$ cat config.mk
export PLATFORM = sky130hd
export DESIGN_NAME = psu_recon
export DESIGN_NICKNAME = d
export VERILOG_FILES = /design/src/rtl/core/psu_pkg.sv /design/src/rtl/core/psu_recon.sv
export SDC_FILE = /design/constraint.sdc
export NUM_CORES = 1
export LEC_CHECK = 0
export BUFFER_PORTS_ARGS = -buffer_cell sky130_fd_sc_hd__buf_4
export CORE_MARGIN = 2
export CORE_UTILIZATION = 40
export CTS_CLUSTER_SIZE = 24
export DETAILED_ROUTE_END_ITERATION = 10
export GPL_ROUTABILITY_DRIVEN = 1
export PLACE_DENSITY = 0.59
export SLEW_MARGIN = 20
export SYNTH_ARGS = -nofsm -noshare
export SYNTH_HDL_FRONTEND = slang
export SYNTH_SLANG_ARGS = --single-unit
$ cat constraint.sdc
create_clock -name i_clk -period 9.7 [get_ports i_clk]
set_clock_uncertainty 0.1 [all_clocks]
set_input_delay 0 -clock i_clk [delete_from_list [all_inputs] [get_ports i_clk]]
set_output_delay 0 -clock i_clk [all_outputs]
set_load 0.02 [all_outputs]
$ cat src/rtl/core/psu_pkg.sv
// ----------------------------------------------------------------------------
// psu_pkg
// Shared types, constants and the Paeth predictor for the scanline unfilter.
// ----------------------------------------------------------------------------
package psu_pkg;

    localparam int DEF_MAX_ROW_BYTES   = 8192;
    localparam int DEF_MAX_PIXEL_BYTES = 4;

    localparam int ROW_BYTES_W = 14;
    localparam int BPP_W       = 3;
    localparam int CFG_IDX_W   = 1;
    localparam int CFG_DATA_W  = 14;

    localparam logic [CFG_IDX_W-1:0] CFG_ROW_BYTES = 1'd0;
    localparam logic [CFG_IDX_W-1:0] CFG_BPP       = 1'd1;

    typedef enum logic [2:0] {
        FLT_NONE  = 3'd0,
        FLT_SUB   = 3'd1,
        FLT_UP    = 3'd2,
        FLT_AVG   = 3'd3,
        FLT_PAETH = 3'd4
    } t_filter;

    // One item in the read stage, waiting on line store data.
    typedef struct packed {
        logic       is_data;
        logic [7:0] x;
        t_filter    filt;
        logic       a_en;
        logic       b_en;
        logic       last;
    } t_s1;

    function automatic logic [7:0] paeth(input logic [7:0] a, input logic [7:0] b,
                                         input logic [7:0] c);
        logic signed [9:0] da;
        logic signed [9:0] db;
        logic signed [9:0] dc;
        logic [9:0]        pa;
        logic [9:0]        pb;
        logic [9:0]        pc;
        da = $signed({2'b00, b}) - $signed({2'b00, c});
        db = $signed({2'b00, a}) - $signed({2'b00, c});
        dc = $signed({2'b00, a}) + $signed({2'b00, b}) - $signed({1'b0, c, 1'b0});
        pa = (da < 0) ? 10'(-da) : 10'(da);
        pb = (db < 0) ? 10'(-db) : 10'(db);
        pc = (dc < 0) ? 10'(-dc) : 10'(dc);
        if (pa <= pb && pa <= pc) begin
            return a;
        end else if (pb <= pc) begin
            return b;
        end
        return c;
    endfunction

endpackage

$ cat src/rtl/core/psu_recon.sv
// ----------------------------------------------------------------------------
// psu_recon
// Reconstruct stage: predictor, neighbor windows, write-back, output register.
// ----------------------------------------------------------------------------
module psu_recon
    import psu_pkg::*;
#(
    parameter int MAX_PIXEL_BYTES = DEF_MAX_PIXEL_BYTES,
    parameter int ADDR_W          = (DEF_MAX_ROW_BYTES > 1) ? $clog2(DEF_MAX_ROW_BYTES) : 1,
    parameter int SEL_W           = (MAX_PIXEL_BYTES > 1) ? $clog2(MAX_PIXEL_BYTES) : 1
) (
    input  logic              i_clk,
    input  logic              i_rst_n,
    input  logic              i_s1_valid,
    input  t_s1               i_s1,
    input  logic [ADDR_W-1:0] i_s1_idx,
    input  logic [SEL_W-1:0]  i_s1_sel,
    input  logic [7:0]        i_rd_data,
    output logic              o_s1_adv,
    output logic              o_wr_en,
    output logic [ADDR_W-1:0] o_wr_addr,
    output logic [7:0]        o_wr_data,
    output logic              o_out_valid,
    input  logic              i_out_stall,
    output logic [7:0]        o_pixel_byte,
    output logic              o_row_end
);

    logic [7:0] r_left [MAX_PIXEL_BYTES];
    logic [7:0] r_upl  [MAX_PIXEL_BYTES];
    logic       r_out_valid;
    logic [7:0] r_pixel;
    logic       r_row_end;

    logic [7:0] a, b, c, pred, val;
    logic [8:0] sum_ab;
    logic       do_data;

    assign o_s1_adv = i_s1_valid && (!r_out_valid || !i_out_stall);
    assign do_data  = o_s1_adv && i_s1.is_data;

    always_comb begin
        b      = i_s1.b_en ? i_rd_data : 8'd0;
        a      = i_s1.a_en ? r_left[i_s1_sel] : 8'd0;
        c      = (i_s1.a_en && i_s1.b_en) ? r_upl[i_s1_sel] : 8'd0;
        sum_ab = {1'b0, a} + {1'b0, b};
        unique case (i_s1.filt)
            FLT_SUB:   pred = a;
            FLT_UP:    pred = b;
            FLT_AVG:   pred = sum_ab[8:1];
            FLT_PAETH: pred = paeth(a, b, c);
            default:   pred = 8'd0;
        endcase
        val = i_s1.x + pred;
    end

    // shift the newest byte in at slot zero
    always_ff @(posedge i_clk) begin
        if (do_data) begin
            r_left[0] <= val;
            r_upl[0]  <= b;
            for (int k = 1; k < MAX_PIXEL_BYTES; k++) begin
                r_left[k] <= r_left[k-1];
                r_upl[k]  <= r_upl[k-1];
            end
        end
    end

    always_ff @(posedge i_clk) begin
        if (!i_rst_n) begin
            r_out_valid <= 1'b0;
        end else if (do_data) begin
            r_out_valid <= 1'b1;
        end else if (!i_out_stall) begin
            r_out_valid <= 1'b0;
        end
    end

    always_ff @(posedge i_clk) begin
        if (do_data) begin
            r_pixel   <= val;
            r_row_end <= i_s1.last;
        end
    end

    assign o_wr_en      = do_data;
    assign o_wr_addr    = i_s1_idx;
    assign o_wr_data    = val;
    assign o_out_valid  = r_out_valid;
    assign o_pixel_byte = r_pixel;
    assign o_row_end    = r_row_end;

endmodule

# Word level (Yosys, flattened, before mapping)
# Memories as Yosys holds them, arrays and structs flattened.
# Index checks and enable logic that the tools add are counted.
# totals
reg_bits	10
latch_bits	0
ram_bits	64
rom_bits	0
inputBits	42
n_memories	2
# classes
n_addsub	9
mul	0
div	0
n_lt_le_gt_ge	6
eq_ne	5
n_shift	0
muxes	17
bitwise_logic	0
n_reduce_logical	7
# mem_list
name	words	word_bits	rd	rd_clocked_by_memory_dff	write_ports	line	rtl
r_left	4	8	4	0	4	psu_recon.sv:29	logic [7:0] r_left [MAX_PIXEL_BYTES];
r_upl	4	8	4	0	4	psu_recon.sv:30	logic [7:0] r_upl [MAX_PIXEL_BYTES];
# op_table
operator	n
8-bit 2-to-1 mux	6
8-bit case mux with 4 select lines	1
10-bit less-or-equal comparator	3
10-bit 2-to-1 mux	3
9-bit negator with 10-bit output	2
8-bit by 8-bit adder with 9-bit output	2
9-bit by 1-bit < comparator with 1-bit output (second input constant)	2
8-bit by 8-bit subtractor with 9-bit output	2
10-bit by 1-bit < comparator with 1-bit output (second input constant)	1
10-bit negator	1
9-bit by 9-bit subtractor with 10-bit output	1
8-bit adder	1
1-bit 2-to-1 mux	7
3-bit by 2-bit equality test with 1-bit output (second input constant)	2
1-bit logical AND	4
3-bit by 1-bit equality test with 1-bit output (second input constant)	1
3-bit equality test (second input constant)	1
1-bit logical NOT	2
2-bit inequality test (second input constant)	1
1-bit logical OR	1

# Longest topological paths before layout
# Gate-level depths: netlist (run 1).
# An unclocked memory read counts as a cell.
# depth
depth_word	13
depth_mapped	36

# Least setup slack after synthesis (run 1)
# Ideal clock, no wire load.
# synth_timing
kind	in2reg
from	input i_s1_sel[0]
to	memory r_left[0][7] (data pin)
setup_ns	0.353
t_arrival_ns	7.268
path_slack_ns	1.979
path_stages	32
n_path_buf	2
path_cell_list	clkbuf_1 -> buf_1 -> mux4_2 -> and2_1 -> inv_1 -> fa_1 -> inv_1 -> ha_1 -> or3b_2 -> a21oi_1 -> o21ai_1 -> a31oi_2 -> o21ai_0 -> xor2_1 -> ha_1 -> nand4_1 -> o211a_1 -> o311a_1 -> a21oi_1 -> o211ai_1 -> a31o_2 -> ha_1 -> a21o_1 -> a21oi_1 -> o21bai_1 -> a21oi_1 -> o21bai_1 -> a21oi_1 -> xor2_1 -> nor3_1 -> o21ai_0 -> nand4_1
# synth_lines
item	line	rtl
start, declared	psu_recon.sv:17	input logic [SEL_W-1:0] i_s1_sel,
end, declared	psu_recon.sv:29	

==> out/qor.yml, run 1 <==
die_w_um: 129
yosysUniqueCellTypes: 67
via_per_inst: 5.87
worstPathRequired_ps: 9600
synth-async-reset-ratio_pct: 0
status: "complete, no violations"
netlist_area_um2: 6210
post_cts_buffers: 0
globalRoute.totalOverflow: 0
rsz0062_at_grt: "false"
ys.flop_type: "edfxtp_1"
synth_cells: 631
routed_wl_um: 16700
grt_pass1_vias: 5095
htree_levels: 3
cts-buffers-inserted: 9
maxCapViolCount: 0
cp.arrival_ps: 8280
synth_edf_count: 65
ios: 75
finalHoldViolations: 0
critical_path.top_delay_family: "compound AO/OA/AOI/OAI gates"
drc_errors: 0
globalplace.congestion: 0.920
die_area_um2: 16500
numPortBuffers: 48
cp_num_buf_inv: 2
ys_seq_area_share_pct: 31.8
setup_viol: 0
root_buffer: "clkbuf_16"
coreArea_um2: 15200
grt_util_all_layers_pct: 20.9
grt_max_degree: 55
worstPathMaxFanout: 10
slew_headroom_pct: 47.5
synth_seq_cells: 66
wl_per_cell_um: 19.1
path_clk_slew_ps: 60
cts_tree: "built"
max_stage_delay_ps: 570
worstSkewPairLatency_ps: 340
fin_nets: 805
hold_path_class: "in2reg"
grt_pass1_wl_um: 26600
final_min_period_over_clock_period_pct: 86.4
drt_iter0_markers: 519
drtAntennaViolNets: 0
antenna_found_initial: 0
clockBufferDepth: 2
p_leak_uw: 0.00297
cp-end-kind: "output pin"
n_antenna_cell: 0
dp_hpwl_um: 13000
yosys_warnings: 0
vias: 5154
num_rows: 45
tightest_slew_ps: 767
clock-sinks: 66
fin_ws_ps: 1320
critPathSlowestCell: "a21oi_1"
crit_type: "reg2out"
crit_top_cell: "a21oi_1"
dp_slack_ps: 1680
drtPass1Iterations: 5
die_h_um: 129
syn_area_per_cell_um2: 9.84
min_period_ps: 8380
irDropWorstVdd_mv: 0.136
cp-start-kind: "flop"
slew_violations: 0
areaGrowthSynthToFinish_pct: 15.3
timing.fmax_mhz: 119
drive_gt1_share_pct: 14.3
power.density_nw_per_um2: 205
tns_ps: 0
start_util_pct: 40.8
worst paths after layout:
path          startpoint      endpoint  slack, ps  depth (start not counted)
min reg2reg  r_upl[1][3]   r_upl[2][3]        350                          0
max          r_upl[0][1]  o_wr_data[7]       1320                         30
min             i_s1[14]  r_left[3][4]         70                          3
max reg2reg  r_upl[0][1]  r_left[0][7]       1580                         29
flip-flops by register name, summed over array words and instances (netlist names):
signal       flops
r_left          32
r_upl           32
o_out_valid      1
o_row_end        1
layer usage:
layer,vias up,global-route usage [%],routed length (um)
li1,2460,-,-
met1,2460,29.2,7600
met2,195,32.9,7560
met3,39,4.41,1190
met4,0,6.46,395
met5,-,0,0
report_power, final:
| part | internal, uW | switching [uW] |
|---|---|---|
| sequential | 335 | 8.45 |
| combinational | 322 | 476 |
| clock | 201 | 128 |
tightest hold or removal path, cell delays in order:
cell and delay (ps):
buf_4 110, nand2_1 80, inv_2 120
cell type report:
type | instances | area, um^2
Timing Repair Buffer | 67 | 548
Fill cell | 1426 | 8040
Inverter | 59 | 221
Clock buffer | 9 | 225
Sequential cell | 66 | 1970
Multi-Input combinational cell | 482 | 3880
Clock inverter | 7 | 75.1
Tap cell | 188 | 235
Yosys cell counts, drive strengths merged (3+ instances only):
| cell type | number | area (um^2) |
|---|---|---|
| xnor2 | 24 | 210 |
| a31o | 3 | 26.3 |
| o22ai | 7 | 43.8 |
| nor2b | 7 | 43.8 |
| nand3 | 7 | 35.0 |
| a2111oi | 3 | 26.3 |
| a31oi | 6 | 43.8 |
| or3 | 6 | 37.5 |
| buf | 14 | 101 |
| edfxtp | 65 | 1950 |
| fa | 11 | 220 |
| inv | 59 | 221 |
| nand4 | 7 | 43.8 |
| nor2 | 32 | 120 |
| and2 | 20 | 126 |
| mux4 | 16 | 360 |
| nor3 | 9 | 45.0 |
| o21ai | 32 | 160 |
| nand2b | 5 | 31.3 |
| a211oi | 13 | 110 |
| or2 | 4 | 25.0 |
| nand2 | 44 | 165 |
| nor4 | 3 | 25.0 |
| clkbuf | 12 | 45.0 |
| ha | 67 | 838 |
| a22oi | 8 | 60.1 |
| o21bai | 9 | 67.6 |
| xor2 | 18 | 158 |
| and3 | 5 | 31.3 |
| o21a | 10 | 75.1 |
| a211o | 7 | 61.3 |
| o211ai | 6 | 45.0 |
| o2111ai | 3 | 26.3 |
| a21o | 16 | 129 |
| a21oi | 42 | 214 |
cell families after synthesis:
logic type / Yosys count / synth area share [%]
buf+inv: 85 / 5.92
mux: 16 / 5.80
flops: 66 / 31.8
compound gates: 182 / 20.2
simple gates: 160 / 13.2
other cells: 2 / 0.121
xor+xnor: 42 / 5.92
fa+ha+maj: 78 / 17.0
placed cells by master (no fill, tap or decap), types with 10 or more instances in the layout:
master / instances
ha_1: 67
edfxtp_1: 65
inv_1: 58
buf_4: 49
nand2_1: 44
a21oi_1: 41
nor2_1: 32
o21ai_0: 31
xnor2_1: 24
and2_1: 19
xor2_1: 18
dlygate4sd3_1: 18
mux4_2: 16
a21o_1: 14
a211oi_1: 12
fa_1: 11
o21a_1: 10
stage by stage:
step | power [uW] | instance area, um^2 | cells | util (%) | hold WS [ps]
after CTS | 1470 | 7150 | 878 | 47.1 | 68.5
final | 1470 | 7160 | 878 | 47.1 | 69.5
after detailed placement | 1130 | 6670 | 844 | 43.9 | -99.9
after global placement | 1110 | 6670 | 844 | 43.9 | -99.9
after floorplan | 931 | 6220 | 633 | - | -1.13
after global routing | 1590 | 7160 | 878 | 47.1 | 85.8
timing repair:
| action | CTS | global route |
|---|---|---|
| endpoints found under the hold margin | 17 | 0 |
| hold buffers | 18 | 0 |
| gates resized for setup | 0 | 0 |
Power figures use the tool's default switching activity.
==> inputs of run 2 (changes only) <==
ABC_AREA = 1   (was not set)
==> out/qor.yml, run 2 <==
status: "complete, no violations"
drive_gt1_share_pct: 11.5
dpl.cell_count: 1075
cts-buffers-inserted: 9
die_h_um: 130
clock-sinks: 66
maxCapViolCount: 0
crit_type: "in2out"
drtPass1Iterations: 5
ys_top_cells_by_count: "183 x nand2_1, 136 x inv_1, 90 x nor2_1"
synth-async-reset-ratio_pct: 0
setup_viol: 0
synth_mux_area_share_pct: 0
yosys-top-cells-area: "edfxtp_1 31%, ha_1 13%, nand2_1 11%"
cts_tree: "built"
num_rows: 45
cts_resized: 0
stdcell_count: 1108
final_cell_mix: "183 x nand2_1, 136 x inv_1, 90 x nor2_1"
largestRegisters: "r_left: 32 flops, r_upl: 32 flops"
n_antenna_cell: 0
critPathSlowestCell: "inv_1"
synthSimpleGateAreaFrac_pct: 25.0
p_leak_uw: 0.00359
wl_per_cell_um: 14.6
htree_levels: 3
ys.flop_type: "edfxtp_1"
clockBufferDepth: 2
ys_seq_area_share_pct: 31.2
routed_wl_um: 16200
syn_area_per_cell_um2: 7.54
tns_ps: 0
post_cts_buffers: 0
dp_hpwl_um: 12700
synth_top_family_by_area: "simple AND/OR/NAND/NOR gates"
globalplace.congestion: 0.894
min_period_ps: 7280
drtAntennaViolNets: 0
root_buffer: "clkbuf_16"
globalRoute.totalOverflow: 0
netlist_area_um2: 6320
cp.arrival_ps: 7180
grt_pass1_vias: 5207
ios: 75
synth_edf_count: 65
areaGrowthSynthToFinish_pct: 14.9
start_util_pct: 41.3
yosysMostFrequentCell: "nand2_1"
worstPathMaxFanout: 33
irDropWorstVdd_mv: 0.115
fin_nets: 1012
antenna_found_initial: 0
synth_cells: 839
timing.fmax_mhz: 137
synth_compound_area_share_pct: 12.4
worstPathRequired_ps: 9600
via_per_inst: 4.97
synth_top_area_cell: "edfxtp_1"
cp_num_buf_inv: 9
max_stage_delay_ps: 660
worstSkewPairLatency_ps: 330
path_clk_slew_ps: 60
slew_violations: 0
hold_path_class: "in2reg"
synth-xor-area-share_pct: 3.46
slew_headroom_pct: 40.1
coreArea_um2: 15300
drt_iter0_markers: 383
finalHoldViolations: 0
grt_pass1_wl_um: 25900
vias: 5509
yosys.area.top_type_share_pct: 30.9
yosysUniqueCellTypes: 43
cp-end-kind: "output pin"
critical_path.top_delay_family: "compound AO/OA/AOI/OAI gates"
synth_seq_cells: 66
die_w_um: 130
rsz0062_at_grt: "false"
final_min_period_over_clock_period_pct: 75.1
synthAdderAreaFrac_pct: 16.7
power.density_nw_per_um2: 186
cp-start-kind: "primary input"
drc_errors: 0
final_common_cell: "nand2_1"
tightest_slew_ps: 891
yosys_warnings: 0
grt_util_all_layers_pct: 19.8
grt_max_degree: 68
numPortBuffers: 48
die_area_um2: 16800
## run 2: metrics by stage
step / power (uW) / instance area [um^2] / setup slack (ps) / util, % / hold slack [ps]
after floorplan: 879 / 6330 / 3640 / - / -1.13
after global placement: 1030 / 6810 / 2320 / 44.5 / -99.9
after detailed placement: 1030 / 6810 / 2340 / 44.5 / -99.9
after CTS: 1360 / 7270 / 2410 / 47.4 / 15.1
after global routing: 1470 / 7270 / 1720 / 47.4 / 12.7
final: 1350 / 7270 / 2420 / 47.4 / 33.0
## run 2: metal layers
metal	routed length, um	GRT usage (%)	up-vias
met5	0	0	-
met1	7510	26.2	2526
li1	-	-	2848
met2	7780	34.4	114
met4	263	5.06	0
met3	602	2.30	21
## run 2: layout make-up
type / instances / area [um^2]
Clock buffer: 11 / 233
Clock inverter: 5 / 55.1
Fill cell: 1586 / 8050
Inverter: 144 / 541
Multi-Input combinational cell: 604 / 3660
Sequential cell: 66 / 1970
Tap cell: 211 / 264
Timing Repair Buffer: 67 / 546
## run 2: power by group
group          leakage [uW]  internal [uW]  switching, uW  total [uW]
clock              0.000136            198            116         314
sequential         0.000617            335           8.06         343
combinational       0.00284            261            434         695
## run 2: final timing paths
path / startpoint / endpoint / slack (ps) / depth (start not counted)
worst max-delay path: i_s1_sel[0] / o_wr_data[7] / 2420 / 39
worst min-delay path: i_s1[6] / r_left[0][0] / 30 / 2
worst max register to register: r_left[0][4] / r_left[0][7] / 2870 / 37
worst min register to register: r_upl[1][2] / r_upl[2][2] / 340 / 0
## run 2: kinds of logic after synthesis
kind of cell    Yosys count
buf+inv                 171
compound gates          132
flops                    66
simple gates            365
xor+xnor                 25
other cells               2
fa+ha+maj                78
## run 2: repair_timing
| item | in CTS | in global routing |
|---|---|---|
| hold buffers | 17 | 0 |
| setup endpoints to repair | 0 | 0 |
| endpoints found under the hold margin | 16 | 0 |
