<file path="config.mk">
export PLATFORM = sky130hd
export DESIGN_NAME = psu_seq
export DESIGN_NICKNAME = d
export VERILOG_FILES = /design/src/rtl/core/psu_pkg.sv /design/src/rtl/core/psu_seq.sv
export SDC_FILE = /design/constraint.sdc
export NUM_CORES = 1
export LEC_CHECK = 0
export BUFFER_PORTS_ARGS = -buffer_cell sky130_fd_sc_hd__buf_2
export CELL_PAD_IN_SITES_DETAIL_PLACEMENT = 0
export CELL_PAD_IN_SITES_GLOBAL_PLACEMENT = 1
export CORE_ASPECT_RATIO = 0.75
export CORE_UTILIZATION = 37
export DETAILED_ROUTE_END_ITERATION = 8
export GPL_TIMING_DRIVEN = 1
export MAX_ROUTING_LAYER = met4
export PLACE_DENSITY = 0.84
export SLEW_MARGIN = 5
export SYNTH_ARGS = -nofsm -noshare
export SYNTH_HDL_FRONTEND = slang
export SYNTH_SLANG_ARGS = --single-unit
export TNS_END_PERCENT = 20
</file>
<file path="constraint.sdc">
create_clock -name i_clk -period 2.9 [get_ports i_clk]
set_input_delay 0.145 -clock i_clk [delete_from_list [all_inputs] [get_ports i_clk]]
set_output_delay 0.145 -clock i_clk [all_outputs]
set_load 0.03 [all_outputs]
</file>
<file path="src/rtl/core/psu_pkg.sv">
// ----------------------------------------------------------------------------
// psu_pkg
// Shared types, constants and the Paeth predictor for the scanline unfilter.
// ----------------------------------------------------------------------------
package psu_pkg;

    localparam int DEF_MAX_ROW_BYTES   = 8192;
    localparam int DEF_MAX_PIXEL_BYTES = 4;

    localparam int ROW_BYTES_W = 14;
    localparam int BPP_W       = 3;
    localparam int CFG_IDX_W   = 1;
    localparam int CFG_DATA_W  = 14;

    localparam logic [CFG_IDX_W-1:0] CFG_ROW_BYTES = 1'd0;
    localparam logic [CFG_IDX_W-1:0] CFG_BPP       = 1'd1;

    typedef enum logic [2:0] {
        FLT_NONE  = 3'd0,
        FLT_SUB   = 3'd1,
        FLT_UP    = 3'd2,
        FLT_AVG   = 3'd3,
        FLT_PAETH = 3'd4
    } t_filter;

    // One item in the read stage, waiting on line store data.
    typedef struct packed {
        logic       is_data;
        logic [7:0] x;
        t_filter    filt;
        logic       a_en;
        logic       b_en;
        logic       last;
    } t_s1;

    function automatic logic [7:0] paeth(input logic [7:0] a, input logic [7:0] b,
                                         input logic [7:0] c);
        logic signed [9:0] da;
        logic signed [9:0] db;
        logic signed [9:0] dc;
        logic [9:0]        pa;
        logic [9:0]        pb;
        logic [9:0]        pc;
        da = $signed({2'b00, b}) - $signed({2'b00, c});
        db = $signed({2'b00, a}) - $signed({2'b00, c});
        dc = $signed({2'b00, a}) + $signed({2'b00, b}) - $signed({1'b0, c, 1'b0});
        pa = (da < 0) ? 10'(-da) : 10'(da);
        pb = (db < 0) ? 10'(-db) : 10'(db);
        pc = (dc < 0) ? 10'(-dc) : 10'(dc);
        if (pa <= pb && pa <= pc) begin
            return a;
        end else if (pb <= pc) begin
            return b;
        end
        return c;
    endfunction

endpackage

</file>
<file path="src/rtl/core/psu_seq.sv">
// ----------------------------------------------------------------------------
// psu_seq
// Row sequencer: config registers, byte position, row filter, read stage.
// ----------------------------------------------------------------------------
module psu_seq
    import psu_pkg::*;
#(
    parameter int MAX_ROW_BYTES   = DEF_MAX_ROW_BYTES,
    parameter int MAX_PIXEL_BYTES = DEF_MAX_PIXEL_BYTES,
    parameter int ADDR_W          = (MAX_ROW_BYTES > 1) ? $clog2(MAX_ROW_BYTES) : 1,
    parameter int SEL_W           = (MAX_PIXEL_BYTES > 1) ? $clog2(MAX_PIXEL_BYTES) : 1
) (
    input  logic                  i_clk,
    input  logic                  i_rst_n,
    input  logic                  i_cfg_we,
    input  logic [CFG_IDX_W-1:0]  i_cfg_idx,
    input  logic [CFG_DATA_W-1:0] i_cfg_data,
    input  logic                  i_in_valid,
    output logic                  o_in_stall,
    input  logic [7:0]            i_stream_byte,
    input  logic                  i_image_start,
    input  logic                  i_s1_adv,
    output logic                  o_s1_valid,
    output t_s1                   o_s1,
    output logic [ADDR_W-1:0]     o_s1_idx,
    output logic [SEL_W-1:0]      o_s1_sel,
    output logic                  o_rd_en,
    output logic [ADDR_W-1:0]     o_rd_addr
);

    localparam int POS_W = $clog2(MAX_ROW_BYTES + 1);
    localparam int RCW   = (POS_W > ROW_BYTES_W) ? POS_W : ROW_BYTES_W;
    localparam int BPW   = $clog2(MAX_PIXEL_BYTES + 1);
    localparam int BCW0  = (ADDR_W > BPW) ? ADDR_W : BPW;
    localparam int BCW   = (BCW0 > BPP_W) ? BCW0 : BPP_W;

    logic [ROW_BYTES_W-1:0] r_row_bytes;
    logic [BPP_W-1:0]       r_bpp;
    logic [POS_W-1:0]       r_pos,   n_pos;
    t_filter                r_filter, n_filter;
    logic                   r_first, n_first;
    logic                   r_s1_valid;
    t_s1                    r_s1,    n_s1;
    logic [ADDR_W-1:0]      r_s1_idx;
    logic [SEL_W-1:0]       r_s1_sel;

    logic [POS_W-1:0]  rb_eff;
    logic [BPW-1:0]    bpp_eff;
    logic              accept;
    logic              first;
    logic [POS_W-1:0]  pos;
    logic [ADDR_W-1:0] idx;

    // clamp the registers into their legal range
    always_comb begin
        if (r_row_bytes == '0) begin
            rb_eff = POS_W'(1);
        end else if (RCW'(r_row_bytes) > RCW'(MAX_ROW_BYTES)) begin
            rb_eff = POS_W'(MAX_ROW_BYTES);
        end else begin
            rb_eff = POS_W'(r_row_bytes);
        end
        if (r_bpp == '0) begin
            bpp_eff = BPW'(1);
        end else if (BCW'(r_bpp) > BCW'(MAX_PIXEL_BYTES)) begin
            bpp_eff = BPW'(MAX_PIXEL_BYTES);
        end else begin
            bpp_eff = BPW'(r_bpp);
        end
    end

    assign o_in_stall = r_s1_valid && !i_s1_adv;
    assign accept     = i_in_valid && !o_in_stall;

    always_comb begin
        first    = i_image_start ? 1'b1 : r_first;
        pos      = i_image_start ? '0 : r_pos;
        idx      = ADDR_W'(pos - POS_W'(1));
        n_pos    = r_pos;
        n_filter = r_filter;
        n_first  = r_first;
        n_s1         = '0;
        n_s1.x       = i_stream_byte;
        n_s1.filt    = r_filter;
        n_s1.b_en    = !first;
        n_s1.a_en    = BCW'(idx) >= BCW'(bpp_eff);
        n_s1.last    = pos >= rb_eff;
        if (pos == '0) begin
            // filter byte: latch the rule, unknown codes act as None
            n_filter   = (i_stream_byte <= 8'd4) ? t_filter'(i_stream_byte[2:0]) : FLT_NONE;
            n_pos      = POS_W'(1);
            n_first    = first;
        end else begin
            n_s1.is_data = 1'b1;
            n_pos        = n_s1.last ? '0 : pos + POS_W'(1);
            n_first      = n_s1.last ? 1'b0 : first;
        end
    end

    always_ff @(posedge i_clk) begin
        if (!i_rst_n) begin
            r_row_bytes <= ROW_BYTES_W'(1);
            r_bpp       <= BPP_W'(1);
        end else if (i_cfg_we) begin
            unique case (i_cfg_idx)
                CFG_ROW_BYTES: r_row_bytes <= i_cfg_data[ROW_BYTES_W-1:0];
                CFG_BPP:       r_bpp       <= i_cfg_data[BPP_W-1:0];
                default:       ;
            endcase
        end
    end

    always_ff @(posedge i_clk) begin
        if (!i_rst_n) begin
            r_pos      <= '0;
            r_filter   <= FLT_NONE;
            r_first    <= 1'b1;
            r_s1_valid <= 1'b0;
        end else begin
            if (accept) begin
                r_pos    <= n_pos;
                r_filter <= n_filter;
                r_first  <= n_first;
            end
            if (accept) begin
                r_s1_valid <= 1'b1;
            end else if (i_s1_adv) begin
                r_s1_valid <= 1'b0;
            end
        end
    end

    always_ff @(posedge i_clk) begin
        if (accept) begin
            r_s1     <= n_s1;
            r_s1_idx <= idx;
            r_s1_sel <= SEL_W'(bpp_eff - BPW'(1));
        end
    end

    assign o_s1_valid = r_s1_valid;
    assign o_s1       = r_s1;
    assign o_s1_idx   = r_s1_idx;
    assign o_s1_sel   = r_s1_sel;
    assign o_rd_en    = accept && (pos != '0);
    assign o_rd_addr  = idx;

endmodule

</file>
---- Word-level counts from Yosys, hierarchy flattened ----
Index checks and enable logic that the tools add are counted.
word-level totals
  bits in registers ....................... 66
  bits of input ports ..................... 29
  output and inout bits ................... 46
  logic and storage cells ................. 51
cells by class
  add/sub/neg operators ................... 3
  magnitude comparators ................... 5
  muxes and demuxes ....................... 14
  bitwise operators ....................... 1
  reduce and logical (&&, ||, !) cells .... 14
operators by type and width
  cell                                                  number
  two-way mux 14 bit                                    5
  logical NOT 14 bit                                    2
  adder 14 x 1 -> 14 bit (second input constant)        1
  >= comparator 14 bit                                  1
  > comparator 14 bit (second input constant)           1
  nonzero test 14 bit                                   1
  >= comparator 13 x 3 -> 1 bit                         1
  subtractor 13 x 1 -> 13 bit (second input constant)   1
  two-way mux 3 bit                                     3
  <= comparator 8 x 3 -> 1 bit (second input constant)  1
  two-way mux 1 bit                                     6
  AND reduction 2 bit                                   3
  > comparator 3 bit (second input constant)            1
  logical AND 1 bit                                     3
  logical NOT 1 bit                                     3
  logical NOT 3 bit                                     1
  nonzero test 2 bit                                    1
  subtractor 2 x 1 -> 2 bit (second input constant)     1
  NOT 1 bit                                             1

---- Depth between registers and ports, before layout ----
Gate-level depths: netlist (run 1).
  depth in word-level cells ............... 6
  depth in mapped cells ................... 13

---- Worst setup path after synthesis (run 1) ----
No wires, ideal clock.
  path kind ............................... reg2reg
  from .................................... register r_pos[0]
  to ...................................... register r_s1 (netlist bit o_s1[2]) (data pin)
  data arrival time ....................... 3.238 ns
  path slack .............................. -0.604 ns
  stages on the path, launching flop included .. 10
  clock period less this slack ............ 3.504 ns
  cells stage by stage .................... dfxtp_1 -> nor2b_1 -> inv_1 -> ha_1 -> xor2_1 -> ha_1 -> nor2b_1 -> or4_1 -> or4_1 -> or3_1
RTL lines
  item                    line            source
  start, declared         psu_seq.sv:39   logic [POS_W-1:0] r_pos, n_pos;
  start signal, assigned  psu_seq.sv:121  r_pos <= n_pos;
  end signal, assigned    psu_seq.sv:135  r_s1 <= n_s1;
  end, declared           psu_seq.sv:43   t_s1 r_s1, n_s1;

---- Worst setup path in the final report (run 1) ----
  from .................................... register r_row_bytes[11]
  to ...................................... register r_pos[2]
on the way
  word-level cells in the longest chain between the ends .. 6
ends and longest elaborated chain
  item                    line            source
  start, declared         psu_seq.sv:37   logic [ROW_BYTES_W-1:0] r_row_bytes;
  start signal, assigned  psu_seq.sv:106  CFG_ROW_BYTES: r_row_bytes <= i_cfg_data[ROW_BYTES_W-1:0];
  > comparator 14 bit     psu_seq.sv:58   end else if (RCW'(r_row_bytes) > RCW'(MAX_ROW_BYTES)) begin
  two-way mux 14 bit      psu_seq.sv:58
  two-way mux 14 bit *    psu_seq.sv:56   if (r_row_bytes == '0) begin
  >= comparator 14 bit *  psu_seq.sv:87   n_s1.last = pos >= rb_eff;
  two-way mux 14 bit *    psu_seq.sv:95   n_pos = n_s1.last ? '0 : pos + POS_W'(1);
  two-way mux 14 bit *    psu_seq.sv:88   if (pos == '0) begin
Every way passes the cells marked *; elsewhere a longest branch is shown, timed or not.
A chain may end at the register's enable or synchronous reset.

==> reports/qor.csv, run 1 <==
stage;metric;value;unit
run_status;status;completed;
setup_path;Critical Path Source;r_row_bytes[11]$_SDFFE_PN0P_;
floorplan;die width;112.8;microns
sta;post-layout min period;2.788;ns
sta;actual slew at the worst max-slew pin;0.8760;ns
setup_path;Worst Reg2Reg Path Length in Cells;12;
setup_path;CP Class;register to register;
yosys;Post-synth EDFFs;30;
clocking;CTS tree;done;
min_path;Cells on Worst Hold Path;1;
finish;number of fill cells;809;
clocking;CTS max path bufs;2;
sta;clk_skew;0.008140;ns
power_and_ir_drop;VDD IR max;0.2979;mV
yosys;share of flip-flops with an asynchronous set or reset;0;
setup_path;crit path capture type;register;
setup_path;CP startpoint kind;register;
finish;layout cells sized above 1;0.3038;
detailed_routing;via count;2995;
setup_path;R2R setup slack;0.11;ns
clocking;CTS clock-pin slew for the worst setup and hold paths;0.06;ns
floorplan;height of the die;85.14;microns
yosys;syn_nets;412;
finish;final instance area;4566;sq um
sta;Slew Limit Fails;0;
detailed_routing;DR WL/cell;14.19;microns
setup_path;worst flop-to-flop path startpoint;r_row_bytes[11]$_SDFFE_PN0P_;
sta;worst hold slack;0.009811;ns
clocking;CTS Buf Count;9;
sta;setup violators final;0;
sta;fin crit share;0.9615;
global_route;vias in the first global route;2709;
finish;Antenna Cells;0;
detailed_routing;Routed Antenna Nets;0;
detailed_routing;via/cell ratio;5.146;
floorplan;core area;8708;sq um
floorplan;Die Footprint;9607;sq um
global_route;initial antenna violation count;0;
clocking;clk_lat worst skew;0.34;ns
sta;Fmax;358.6;MHz
flow_run;max_cap viols;0;
setup_path;Critical path destination;r_pos[2]$_SDFFE_PN0P_;
placed_design;DP Wirelength;6211;microns
placed_design;port buffer count;74;
detailed_routing;final WL;8257;microns
yosys;post-synth top area cell;edfxtp_1;
min_path;Hold Path Class;input port to register;
yosys;most instantiated cells after synthesis;nand2_1 (73), dfxtp_1 (36), edfxtp_1 (30), ha_1 (20), a21boi_0 (18);
detailed_routing;First-pass DRT Iterations;4;
clocking;root buffer cell;clkbuf_16;
detailed_routing;First DRT Iteration DRCs;206;
setup_path;WP data required;3.18;ns
setup_path;worst endpoint data arrival time;3.07;ns
global_route;first-pass GRT wire length;13260;microns
setup_path;CP max FO;7;
sta;final hold vios;0;
floorplan;starting density of the core;0.3915;
yosys;YS warnings;0;
placed_design;placed instance area;4080;sq um
global_route;overflow left after global routing;0;
floorplan;I/O pin count;75;
yosys;main flop type after synthesis;dfxtp_1;
yosys;syn avg cell area;9.393;sq um
sta;Setup TNS;0;ns
yosys;sequential element share of the synthesized area;0.4756;
finish;NumNets Final;518;
clocking;Max H-tree Level;3;
power_and_ir_drop;leakage power;1.991;nW
yosys;Seq cells post-synth;66;
finish;fin cells;582;
yosys;Synth area leaders;edfxtp_1 (26%), dfxtp_1 (21%), nand2_1 (8.0%), ha_1 (7.3%), a21boi_0 (4.0%);
clocking;clk sinks;66;
yosys;Unique masters post-synth;47;
placed_design;GPL Wtd Cong;0.8619;
setup_path;r2r endpoint;r_pos[2]$_SDFFE_PN0P_;
power_and_ir_drop;Power per Cell Area;578.1;nW/um^2
detailed_routing;DRC errors left;0;
floorplan;row cnt;29;
yosys;top-count cell post-synth;nand2_1;
sta;Rel. slew slack;0.4148;
finish;P&R area growth vs syn;33.91;%
global_route;largest net degree at the start of global routing;28;
yosys;top cell type's share of synthesized area;0.2642;
placed_design;DP Cell Count;557;
yosys;Syn Inst Count;363;
global_route;Total GRT Usage;0.1845;
yosys;Mapped Area;3410;sq um
-- cell families (layout without fill, tap and decap cells) --
logic type               count (synthesis)  after routing  synth area share
multiplexers                             3              3          0.009174
XOR/XNOR                                11             11           0.02826
buffers and inverters                   31            142           0.03743
flip-flops                              66             66            0.4756
AND/OR/NAND/NOR                        164            164            0.2316
AO/OA/AOI/OAI                           68             68            0.1446
adder cells (fa/ha/maj)                 20             20           0.07339
-- stage by stage --
stage	total power [W]	utilization	setup WS (ns)
4_1_cts	0.002633	0.5088	0.007057
3_5_place_dp	0.001525	0.4685	0.003497
5_1_grt	0.002753	0.5243	-0.03723
2_1_floorplan	0.001368	-	0.008877
3_3_place_gp	0.001517	0.4685	0.1262
6_report	0.002639	0.5243	0.1115
-- cell type report --
class / count / area (sq um) / share of cell area
Tap cell: 108 / 135.1 / 0.02960
Clock inverter: 7 / 77.57 / 0.01699
Sequential cell: 66 / 1623 / 0.3554
Inverter: 17 / 67.56 / 0.01480
Clock buffer: 9 / 225.2 / 0.04933
Timing Repair Buffer: 109 / 646.9 / 0.1417
Multi-Input combinational cell: 266 / 1790 / 0.3922
-- critical path, stage by stage, from the launching register on --
cell and delay [ns]:
dfxtp_1 0.33, nor4_2 0.29, nand4_1 0.17, a21oi_2 0.22, ha_1 0.25, nand2b_1 0.14
a21o_1 0.18, a21oi_1 0.14, o21a_1 0.21, clkinvlp_4 0.19, buf_6 0.16, o41ai_4 0.33
a31o_2 0.15
-- placed cells by master (no fill, tap or decap), types with 4 or more instances in the layout --
cell type      synthesis  routed
a21boi_0              18      17
a21o_1                 5       5
a21oi_1               10       8
a22o_1                 4       4
buf_2                  3      74
buf_4                  0      30
clkbuf_16              0       9
dfxtp_1               36      35
dlygate4sd3_1          0       4
edfxtp_1              30      30
ha_1                  20      18
inv_1                 16      14
nand2_1               73      73
nand2b_1               7       7
nand3_1               15      15
nand4_1                4       4
nor2_1                15      15
nor2b_1               14      13
nor3_1                 9       9
nor4_1                 9       5
nor4_2                 0       4
o21ai_0               10      10
o41ai_2                1       4
or3_1                  5       5
xnor2_1                4       4
xor2_1                 7       6
-- timing repair --
action | CTS | global route
gates cloned | 0 | 0
hold endpoints to repair | 4 | 0
pin swaps | 0 | 5
endpoints found under the setup margin | 1 | 14
resized for setup | 1 | 17
buffers inserted | 0 | 5
hold buffers | 4 | 0
-- sequential cells by signal, indices dropped and copies added, names as in the netlist --
name and count:
r_pos 14, r_first 1, o_s1 15, r_bpp 3
r_row_bytes 14, o_s1_valid 1, o_s1_sel 2, r_filter 3
o_s1_idx 13
-- routing by layer --
metal  vias to the layer above  track usage  wire [microns]
li1                       1503            -               -
met3                        11      0.04500             461
met5                         -            -               0
met4                         0      0.06545             110
met2                       101       0.2632            3543
met1                      1380       0.2534            4141
-- where the power goes --
part	leakage [nW]	switching [W]	internal (W)
Sequential	0.569	0.0000213	0.00103
Combinational	1.28	0.000312	0.000185
Clock	0.146	0.000422	0.000670
Total	1.99	0.000756	0.00188
-- how the worst min path moves through the flow --
stage                      from                  to  slack, ns
6_report       i_stream_byte[7]  o_s1[13]$_DFFE_PP_       0.01
3_3_place_gp   i_stream_byte[5]  o_s1[11]$_DFFE_PP_       0.34
5_1_grt        i_stream_byte[7]  o_s1[13]$_DFFE_PP_      0.001
2_1_floorplan  i_stream_byte[4]  o_s1[10]$_DFFE_PP_       0.24
4_1_cts        i_stream_byte[7]  o_s1[13]$_DFFE_PP_     0.0009
3_5_place_dp   i_stream_byte[5]  o_s1[11]$_DFFE_PP_       0.34
No activity file was read; power rests on OpenSTA's default activity.
==> run 2: changes to the inputs <==
Settings changed: PLACE_DENSITY 0.84 to 0.8, SLEW_MARGIN 5 to not set.
==> reports/qor.csv, run 2 (synthesized netlist as in run 1, its figures left out) <==
stage;metric;value;unit
finish;Antenna Cells;0;
setup_path;CP startpoint kind;register;
global_route;overflow left after global routing;0;
clocking;CTS max path bufs;2;
power_and_ir_drop;leakage power;2.002;nW
detailed_routing;Routed Antenna Nets;0;
setup_path;critical path's most frequent cell;nand2_1;
placed_design;port buffer count;74;
sta;final hold vios;0;
sta;PnR worst setup slack;0.1219;ns
sta;Rel. slew slack;0.3980;
power_and_ir_drop;Power per Cell Area;580.4;nW/um^2
flow_run;max_cap viols;0;
global_route;first-pass GRT wire length;13710;microns
setup_path;Critical-path top delay cell;nor4_1;
detailed_routing;First-pass DRT Iterations;5;
setup_path;worst endpoint data arrival time;3.06;ns
placed_design;GPL Wtd Cong;0.8866;
floorplan;die width;112.8;microns
run_status;status;completed;
floorplan;height of the die;85.14;microns
floorplan;starting density of the core;0.3915;
detailed_routing;DR WL/cell;14.88;microns
floorplan;Die Footprint;9607;sq um
finish;area of the multi-input gates;1749;sq um
clocking;CTS Buf Count;9;
finish;layout cells sized above 1;0.3013;
placed_design;placed instance area;4118;sq um
sta;fin crit share;0.9579;
finish;P&R area growth vs syn;33.80;%
sta;clk_skew;0.006745;ns
detailed_routing;DRC errors left;0;
finish;NumNets Final;522;
finish;number of fill cells;808;
clocking;Max H-tree Level;3;
detailed_routing;via/cell ratio;5.131;
detailed_routing;final WL;8721;microns
clocking;root buffer cell;clkbuf_16;
floorplan;row cnt;29;
finish;final instance area;4562;sq um
global_route;largest net degree at the start of global routing;28;
setup_path;WP data required;3.18;ns
setup_path;R2R setup slack;0.12;ns
finish;Seq. cell area;1624;sq um
sta;actual slew at the worst max-slew pin;0.9012;ns
global_route;vias in the first global route;2805;
min_path;Hold Path Class;input port to register;
setup_path;Cell Chain, Critical Path;nor4_2 -> nand4_1 -> nand2_1 -> nand2_1 -> ha_1 -> a211oi_2 -> nor2_1 -> nor3_1 -> o21a_1 -> clkinvlp_4 -> buf_4 -> nor4_1 -> o31a_1;
clocking;clk sinks;66;
detailed_routing;via count;3007;
setup_path;Max stage delay on crit path;0.35;ns
finish;max FFs per register;15;
clocking;clk_lat worst skew;0.34;ns
sta;Fmax;360.0;MHz
finish;most common cell after layout, fill and taps aside;buf_2;
floorplan;I/O pin count;75;
global_route;Total GRT Usage;0.1917;
global_route;initial antenna violation count;0;
setup_path;CP Class;register to register;
finish;commonest non-fill, non-tap cells in the layout;buf_2 (74), nand2_1 (73), dfxtp_1 (34);
clocking;CTS tree;done;
setup_path;crit path capture type;register;
placed_design;dpl ws;0.06467;ns
sta;Slew Limit Fails;0;
detailed_routing;First DRT Iteration DRCs;164;
clocking;CTS clock-pin slew for the worst setup and hold paths;0.06;ns
setup_path;CP max FO;5;
sta;post-layout min period;2.778;ns
floorplan;core area;8708;sq um
power_and_ir_drop;VDD IR max;0.2978;mV
placed_design;DP Wirelength;6421;microns
sta;setup violators final;0;
sta;worst hold slack;0.009055;ns
==> run 2: stage by stage <==
stage / util / power (W) / setup TNS [ns] / std cells
2_1_floorplan: - / 0.001368 / 0 / 363
3_3_place_gp: 0.4728 / 0.001527 / 0 / 562
3_5_place_dp: 0.4728 / 0.001536 / 0 / 562
4_1_cts: 0.5134 / 0.002647 / 0 / 583
5_1_grt: 0.5239 / 0.002757 / -0.1459 / 586
6_report: 0.5239 / 0.002648 / 0 / 586
==> run 2: cell type report <==
cell class              instances  area share
well taps                     108     0.02962
clock inverters                 7     0.01700
multi-input cells             266      0.3834
clock buffers                   9     0.04937
flip-flops and latches         66      0.3560
repair buffers                113      0.1498
inverters                      17     0.01481
==> run 2: what timing repair did <==
| item | CTS | global route |
|---|---|---|
| gates resized for setup | 0 | 16 |
| endpoints found under the hold margin | 5 | 0 |
| endpoints found under the setup margin | 0 | 10 |
| buffers inserted | 0 | 3 |
| hold buffers | 5 | 0 |
==> run 2: routing by layer <==
metal  vias to the layer above  routed length [microns]  track usage
met5                         -                        0            -
met4                         0                      106      0.07273
met3                         8                      555      0.05071
met2                       116                     3793       0.2806
met1                      1368                     4265       0.2533
li1                       1515                        -            -
==> run 2: worst paths after layout <==
| check | startpoint | endpoint | cells after the start |
|---|---|---|---|
| worst max-delay path | r_row_bytes[2]$_SDFFE_PN0P_ | r_pos[6]$_SDFFE_PN0P_ | 13 |
| worst min-delay path | i_stream_byte[2] | o_s1[8]$_DFFE_PP_ | 1 |
| worst max register to register | r_row_bytes[2]$_SDFFE_PN0P_ | r_pos[6]$_SDFFE_PN0P_ | 13 |
| worst min register to register | r_filter[2]$_SDFFE_PN0P_ | o_s1[5]$_DFFE_PP_ | 0 |
==> run 2: report_power, final <==
part           internal [W]  leakage, nW  switching [W]  total, W
logic              0.000186         1.29       0.000314  0.000500
registers           0.00103        0.570      0.0000215   0.00105
clock network      0.000672        0.146       0.000425   0.00110
==> run 2: worst max-delay path, delay by kind of cell, from the launching register on <==
family          cells  cell delay (ns)
simple gates        7             1.20
compound gates      3             0.57
buf+inv             2             0.34
flops               1             0.31
fa+ha+maj           1             0.31
==> run 3: changes to the inputs <==
Settings changed: REMOVE_ABC_BUFFERS set to 1.
==> reports/qor.csv, run 3 (synthesized netlist as in run 1, its figures left out) <==
stage;metric;value;unit
floorplan;I/O pin count;75;
placed_design;DP Wirelength;6179;microns
detailed_routing;final WL;8459;microns
setup_path;family with the most delay on the worst path;compound AO/OA/AOI/OAI gates;
detailed_routing;DR WL/cell;14.44;microns
detailed_routing;via count;3004;
placed_design;placed instance area;4054;sq um
floorplan;Die Footprint;9607;sq um
setup_path;worst endpoint data arrival time;3.07;ns
finish;NumNets Final;522;
floorplan;starting density of the core;0.3915;
floorplan;die width;112.8;microns
setup_path;Cell Chain, Critical Path;nor4_2 -> nand4_1 -> a21oi_1 -> ha_1 -> nand2b_1 -> a21o_1 -> a21oi_1 -> o21a_1 -> clkinvlp_4 -> buf_4 -> o41ai_2 -> a31o_2;
detailed_routing;DRC errors left;0;
finish;number of fill cells;802;
setup_path;CP startpoint kind;register;
finish;max FFs per register;15;
setup_path;CP max FO;6;
clocking;root buffer cell;clkbuf_16;
sta;actual slew at the worst max-slew pin;0.9446;ns
min_path;Hold Path Class;input port to register;
clocking;Max H-tree Level;3;
sta;final hold vios;0;
detailed_routing;Routed Antenna Nets;0;
clocking;clk sinks;66;
global_route;largest net degree at the start of global routing;28;
setup_path;Buffers & Inverters on Critical Path;2;
detailed_routing;via/cell ratio;5.126;
finish;Antenna Cells;0;
setup_path;critical path's most frequent cell;a21oi_1;
floorplan;row cnt;29;
finish;most common cell after layout, fill and taps aside;buf_2;
global_route;vias in the first global route;2789;
setup_path;crit path capture type;register;
global_route;first-pass GRT wire length;13810;microns
detailed_routing;First-pass DRT Iterations;4;
setup_path;CP Class;register to register;
setup_path;Max stage delay on crit path;0.33;ns
global_route;initial antenna violation count;0;
sta;post-layout min period;2.791;ns
setup_path;Critical-path top delay cell;dfxtp_1;
placed_design;GPL Wtd Cong;0.8748;
global_route;Total GRT Usage;0.1902;
sta;RSZ-0062 raised after global routing;yes;
clocking;CTS max path bufs;2;
floorplan;core area;8708;sq um
setup_path;WP data required;3.18;ns
sta;PnR worst setup slack;0.1089;ns
finish;final instance area;4537;sq um
clocking;clk_lat worst skew;0.33;ns
floorplan;height of the die;85.14;microns
sta;setup violators final;0;
power_and_ir_drop;VDD IR max;0.3513;mV
clocking;CTS tree;done;
setup_path;R2R setup slack;0.11;ns
run_status;status;completed;
detailed_routing;First DRT Iteration DRCs;166;
sta;Fmax;358.3;MHz
power_and_ir_drop;leakage power;1.984;nW
placed_design;dpl ws;0.03338;ns
flow_run;max_cap viols;0;
clocking;CTS clock-pin slew for the worst setup and hold paths;0.06;ns
placed_design;port buffer count;74;
finish;layout cells sized above 1;0.2929;
power_and_ir_drop;Power per Cell Area;581.9;nW/um^2
sta;fin crit share;0.9624;
finish;P&R area growth vs syn;33.06;%
sta;Setup TNS;0;ns
sta;Slew Limit Fails;0;
clocking;CTS Buf Count;9;
finish;commonest non-fill, non-tap cells in the layout;buf_2 (74), nand2_1 (73), dfxtp_1 (36);
global_route;overflow left after global routing;0;
sta;clk_skew;0.007057;ns
sta;Rel. slew slack;0.3689;
finish;final core occ;0.5210;
==> run 3: cell count changes in the layout (fill, tap and decap cells not counted), sizes merged <==
cell,previous run,this run
buf,108,109
clkinv,4,3
clkinvlp,2,3
dlygate4sd3,5,4
==> run 3: metal layers <==
layer / track usage / share of wire
met1: 0.2516 / 0.50
met2: 0.2840 / 0.43
met3: 0.04643 / 0.061
met4: 0.06667 / 0.015
met5: - / 0
==> run 3: through the flow <==
step | instances | hold slack (ns) | power [W]
2_1_floorplan | 349 | 0.2069 | 0.001355
3_3_place_gp | 558 | 0.3424 | 0.001513
3_5_place_dp | 558 | 0.3425 | 0.001521
4_1_cts | 578 | 0.001502 | 0.002619
5_1_grt | 586 | 0.0003266 | 0.002749
6_report | 586 | 0.008233 | 0.002640
==> run 3: repair_timing <==
item	CTS	global route
endpoints found under the hold margin	4	0
buffers inserted	0	8
setup endpoints to repair	0	13
resized for setup	0	16
hold buffers	4	0
==> run 3: area by class of cell <==
| class | count | area, sq um | share of cell area |
|---|---|---|---|
| multi-input combinational | 266 | 1734 | 0.3822 |
| inverter | 17 | 67.56 | 0.01489 |
| timing repair buffer | 113 | 676.9 | 0.1492 |
| clock inverter | 7 | 76.32 | 0.01682 |
| sequential | 66 | 1622 | 0.3574 |
| clock buffer | 9 | 225.2 | 0.04964 |
| tap | 108 | 135.1 | 0.02978 |
==> run 3: report_power, final <==
| part | total, W | internal (W) | switching (W) | leakage, nW |
|---|---|---|---|---|
| combinational | 0.000500 | 0.000188 | 0.000311 | 1.27 |
| clock | 0.00109 | 0.000670 | 0.000420 | 0.142 |
| sequential | 0.00105 | 0.00103 | 0.0000215 | 0.569 |
==> run 3: path summary, 6_finish.rpt <==
path / from / to / cells past startpoint
setup / recovery: r_row_bytes[7]$_SDFFE_PN0P_ / r_pos[2]$_SDFFE_PN0P_ / 12
hold / removal: i_stream_byte[7] / o_s1[13]$_DFFE_PP_ / 1
setup reg to reg: r_row_bytes[7]$_SDFFE_PN0P_ / r_pos[2]$_SDFFE_PN0P_ / 12
hold reg to reg: r_filter[1]$_SDFFE_PN0P_ / o_s1[4]$_DFFE_PP_ / 0
